<file path="src/tbd_delay.sv">
module tbd_delay #(
	parameter int W = 32,
	parameter int DEPTH = 1
) (
	input  logic         clk,
	input  logic         en,
	input  logic [W-1:0] d,
	output logic [W-1:0] q
);

	logic [W-1:0] tap_s [DEPTH];

	always_ff @(posedge clk) begin
		if (en) begin
			tap_s[0] <= d;
			for (int k = 1; k < DEPTH; k++) begin
				tap_s[k] <= tap_s[k-1];
			end
		end
	end

	assign q = tap_s[DEPTH-1];

endmodule

</file>
<file path="config.mk">
export PLATFORM = sky130hd
export DESIGN_NAME = tbd_delay
export DESIGN_NICKNAME = d
export VERILOG_FILES = /design/src/tbd_delay.sv
export SDC_FILE = /design/constraint.sdc
export NUM_CORES = 1
export LEC_CHECK = 0
export BUFFER_PORTS_ARGS = -buffer_cell sky130_fd_sc_hd__buf_2
export CAP_MARGIN = 10
export CORE_MARGIN = 2
export CORE_UTILIZATION = 39
export DETAILED_ROUTE_END_ITERATION = 6
export GPL_TIMING_DRIVEN = 0
export PLACE_DENSITY = 0.8
export SYNTH_ARGS = -nofsm -noshare
export SYNTH_HDL_FRONTEND = slang
export SYNTH_SLANG_ARGS = --single-unit
</file>
<file path="constraint.sdc">
create_clock -name clk -period 0.8 [get_ports clk]
set_input_delay 0.08 -clock clk [delete_from_list [all_inputs] [get_ports clk]]
set_output_delay 0.08 -clock clk [all_outputs]
set_load 0.01 [all_outputs]
</file>
==> impl_metrics.env, run 1 <==
export IMPL_status="finished with violations"
export IMPL_violations="negative setup slack"
export IMPL_gp_congestion=0.623
export IMPL_fp_row_count=17
export IMPL_yosysSeqAreaShare_pct=100
export IMPL_clock_path_buffers=2
export IMPL_coreArea_um2=2280
export IMPL_min_delay_path_class="primary input to flop"
export IMPL_arrival_ns=0.88
export IMPL_finalInstanceArea_um2=1690
export IMPL_synthTopCellsByArea="edfxtp_1"
export IMPL_largest_register_ffs=32
export IMPL_async_reset_ff_share_pct=0
export IMPL_synth_largest_area_cell="edfxtp_1"
export IMPL_synth_adder_area_share_pct=0
export IMPL_power_total_mw=3.25
export IMPL_multi_input_gates=0
export IMPL_drive_above_1_share_pct=52.2
export IMPL_ys_ff_latch=32
export IMPL_die_y_um=53.6
export IMPL_worstHoldStart="en"
export IMPL_crit_cells=1
export IMPL_syn_avg_cell_area_um2=30.0
export IMPL_hold_viol_final=0
export IMPL_cpLargestDelayFamily="flip-flops"
export IMPL_start_util_pct=42.2
export IMPL_wire_per_inst_um=13.9
export IMPL_cp_max_fo=1
export IMPL_worstSetupEndpointType="output pin"
export IMPL_vias=710
export IMPL_cts_buffers=5
export IMPL_critical_path_cell_chain="buf_2"
export IMPL_peakVddDrop_mv=1.51
export IMPL_pre_cts_ws_ns=-0.211
export IMPL_drt_wl_total_mm=2.29
export IMPL_setup_viol=32
export IMPL_critPathKind="flop to output pin"
export IMPL_leakage_nw=0.731
export IMPL_crit_buf_inv=1
export IMPL_multi_input_area_um2=0
export IMPL_synthCells=32
export IMPL_port_buffers=65
export IMPL_die_w_um=53.6
export IMPL_pin_count=66
export IMPL_synth_edff_count=32
export IMPL_cp_slowest_stage_delay_ns=0.40
export IMPL_slowest_stage="edfxtp_1"
export IMPL_mappedNetlistArea_um2=961
export IMPL_synth_most_common_cell="edfxtp_1"
export IMPL_yosys_area_share_simple_pct=0
export IMPL_tightestPinTransition_ns=0.689
export IMPL_gr_total_overflow=0
export IMPL_setup_ws_ns=-0.157
export IMPL_cts_root_buf="clkbuf_4"
export IMPL_critPathCapture="q[2]"
export IMPL_synth_top_cells_by_count="edfxtp_1"
export IMPL_grt_usage_pct=17.5
export IMPL_min_period_over_period_pct=120
export IMPL_clock_sinks=32
export IMPL_grt_pass1_wl_mm=3.19
export IMPL_dr_pass1_iters=4
export IMPL_nets=170
export IMPL_synth_area_mux_share_pct=0
export IMPL_drtIter0Drc=5
export IMPL_postCtsSetupRepairBufs=0
export IMPL_placed_area_um2=1320
export IMPL_power_density_nw_per_um2=1920
export IMPL_grt_pass1_vias=737
export IMPL_design_die_area_um2=2880
export IMPL_final_max_slew_viol_count=0
export IMPL_synth_xor_area_share_pct=0
export IMPL_diodes=0
export IMPL_fmax_mhz=1040
export IMPL_crit_start="tap_s[0][2]"
export IMPL_largest_register="tap_s"
export IMPL_synth_cell_type_count=1
export IMPL_drc=0
export IMPL_cts_tree="yes"
export IMPL_grt_antenna_before_repair=0
export IMPL_area_delta_synth_final_pct=75.7
export IMPL_final_setup_tns_ns=-3.56
export IMPL_ant_nets=0
export IMPL_cts_resized=0
export IMPL_period_needed_ns=0.957
export IMPL_grt_max_degree=33
export IMPL_cts_max_level=2
export IMPL_clk_pin_slew_ns=0.09
export IMPL_max_cap_violations=0
export IMPL_viasPerCell=4.33
export IMPL_synth_nets=66
export IMPL_synth_compound_area_share_pct=0
export IMPL_yosys_warnings=0
export IMPL_rsz0062_at_grt="yes"
export IMPL_start_kind="flop"
export IMPL_critPathRequiredTime_ns=0.72
export IMPL_reg_top3="tap_s x32"
export IMPL_maxSlewHeadroom_pct=54.0
export IMPL_synth_main_ff_cell="edfxtp_1"
export IMPL_synth_top_area_share_pct=100
[cells in the final DEF, fill, tap and decap left out]
| cell type | instances |
|---|---|
| clkbuf_4 | 5 |
| edfxtp_1 | 32 |
| dlygate4sd3_1 | 32 |
| clkbuf_1 | 1 |
| buf_2 | 65 |
| clkinv_2 | 1 |
[through the flow]
step	hold slack, ns	util, %	instances
after detailed placement	0.258	58.1	125
final	0.345	74.2	164
after global placement	0.256	58.1	125
after floorplan	0.179	-	32
after CTS	0.331	74.2	164
after global routing	0.356	74.2	164
[timing repair]
action | in CTS | in global routing
hold buffers | 32 | 0
setup endpoints to repair | 32 | 32
pin swaps | 0 | 0
gates cloned | 0 | 0
hold endpoints to repair | 32 | 0
[final cells by class]
type | count | area (µm²)
Timing Repair Buffer | 97 | 646
Tap cell | 28 | 35.0
Clock buffer | 6 | 41.3
Fill cell | 127 | 588
Sequential cell | 32 | 961
Clock inverter | 1 | 5.00
[routing by layer]
layer  share of wire [%]  up-vias  GRT usage, %
met3                 7.3        5          6.94
met1                  33      336          15.0
met5                   0        -             0
met4                 2.0        0          11.5
met2                  58       33          32.7
li1                    -      336             -
[power breakdown]
group	switching (mW)	internal (mW)	leakage, nW
sequential	0.0325	1.99	0.313
clock	0.474	0.323	0.0281
combinational	0.187	0.240	0.389
total	0.693	2.55	0.731
[logic make-up (layout without fill, tap and decap cells)]
group,Yosys count,in the layout
buf+inv,0,104
flops,32,32
[how the worst min path moves through the flow]
stage	slack, ns	end	cells past startpoint
finish	0.34	tap_s[0][8]	1
global route	0.36	tap_s[0][22]	1
CTS	0.33	tap_s[0][29]	1
detailed placement	0.26	tap_s[0][0]	1
global placement	0.26	tap_s[0][5]	1
floorplan	0.18	tap_s[0][0]	0
Power figures use the tool's default switching activity.
==> inputs of run 2 (changes only) <==
- RECOVER_POWER: default -> 100
==> run 2 against run 1 <==
Utilization is the same. Largest cell class unchanged. Largest power group unchanged. The run still ends with negative setup slack left. Design area is the same. Non-clock buffer count is the same. Sequential power is essentially flat. Die area is the same.
==> impl_metrics.env, run 2 (same netlist as run 1, synthesis figures left out) <==
export IMPL_status="finished with violations"
export IMPL_violations="negative setup slack"
export IMPL_ant_nets=0
export IMPL_cts_root_buf="clkbuf_4"
export IMPL_worstSetupEndpointType="output pin"
export IMPL_cts_tree="yes"
export IMPL_final_common_cell="buf_2"
export IMPL_cts_max_level=2
export IMPL_vias=710
export IMPL_grt_antenna_before_repair=0
export IMPL_fp_row_count=17
export IMPL_clock_path_buffers=2
export IMPL_grt_pass1_vias=737
export IMPL_grt_max_degree=33
export IMPL_worst_hold_slack_ns=0.471
export IMPL_critPathKind="flop to output pin"
export IMPL_start_util_pct=42.2
export IMPL_clk_pin_slew_ns=0.09
export IMPL_gr_total_overflow=0
export IMPL_largest_register="tap_s"
export IMPL_largest_register_ffs=32
export IMPL_drc=0
export IMPL_multi_input_area_um2=0
export IMPL_maxSlewHeadroom_pct=48.6
export IMPL_cts_buffers=5
export IMPL_grt_usage_pct=17.5
export IMPL_power_density_nw_per_um2=1920
export IMPL_cp_slowest_stage_delay_ns=0.40
export IMPL_hold_viol_final=0
export IMPL_coreArea_um2=2280
export IMPL_die_y_um=53.6
export IMPL_die_w_um=53.6
export IMPL_power_total_mw=3.25
export IMPL_final_cell_mix="buf_2, dlygate4sd3_1, edfxtp_1"
export IMPL_area_delta_synth_final_pct=75.7
export IMPL_seq_area_um2=961
export IMPL_max_cap_violations=0
export IMPL_min_delay_path_class="primary input to flop"
export IMPL_fin_util_pct=74.2
export IMPL_grt_pass1_wl_mm=3.19
export IMPL_pre_cts_ws_ns=-0.211
export IMPL_port_buffers=65
export IMPL_start_kind="flop"
export IMPL_critPathRequiredTime_ns=0.72
export IMPL_finalInstanceArea_um2=1690
export IMPL_cp_max_fo=1
export IMPL_drtIter0Drc=5
export IMPL_cpLargestDelayFamily="flip-flops"
export IMPL_slowest_stage="edfxtp_1"
export IMPL_wire_per_inst_um=13.9
export IMPL_final_cells=164
export IMPL_drive_above_1_share_pct=52.2
export IMPL_period_needed_ns=0.957
export IMPL_fmax_mhz=1050
export IMPL_dr_pass1_iters=4
export IMPL_cts_resized=0
export IMPL_peakVddDrop_mv=1.51
export IMPL_multi_input_gates=0
export IMPL_drt_wl_total_mm=2.29
export IMPL_leakage_nw=0.731
export IMPL_final_setup_tns_ns=-3.56
export IMPL_clock_sinks=32
export IMPL_nets=170
export IMPL_diodes=0
export IMPL_final_max_slew_viol_count=0
export IMPL_arrival_ns=0.88
export IMPL_placed_area_um2=1320
export IMPL_min_period_over_period_pct=120
export IMPL_place_inst=125
export IMPL_tightestPinTransition_ns=0.771
export IMPL_n_fill_cell=127
export IMPL_crit_buf_inv=1
export IMPL_gp_congestion=0.623
export IMPL_setup_viol=32
export IMPL_rsz0062_at_grt="yes"
export IMPL_critical_path_cell_chain="buf_2"
export IMPL_setup_ws_ns=-0.157
export IMPL_reg_top3="tap_s x32"
export IMPL_viasPerCell=4.33
export IMPL_pin_count=66
export IMPL_design_die_area_um2=2880
run 2: layer usage:
layer / up-vias / GRT usage, % / routed length (µm)
met4: 0 / 11.5 / 45
li1: 336 / - / -
met1: 336 / 15.0 / 751
met5: - / 0 / 0
met3: 5 / 6.94 / 167
met2: 33 / 32.7 / 1320
run 2: what timing repair did:
action	CTS	global route
buffers inserted	0	0
endpoints found under the setup margin	32	32
hold endpoints to repair	32	0
hold buffers	32	0
run 2: cell type report:
type / count / area share (%)
clock buffers: 6 / 2.45
clock inverters: 1 / 0.297
flip-flops and latches: 32 / 56.9
well taps: 28 / 2.08
repair buffers: 97 / 38.3
run 2: final timing paths:
| check | from | to | slack (ns) | cells after the start |
|---|---|---|---|---|
| hold / removal | d[15] | tap_s[0][15] | 0.47 | 2 |
| setup / recovery | tap_s[0][2] | q[2] | -0.16 | 1 |
run 2: power by group:
group	switching, mW	leakage (nW)	internal, mW
clock	0.474	0.0281	0.323
combinational	0.186	0.390	0.239
sequential	0.0325	0.313	1.99
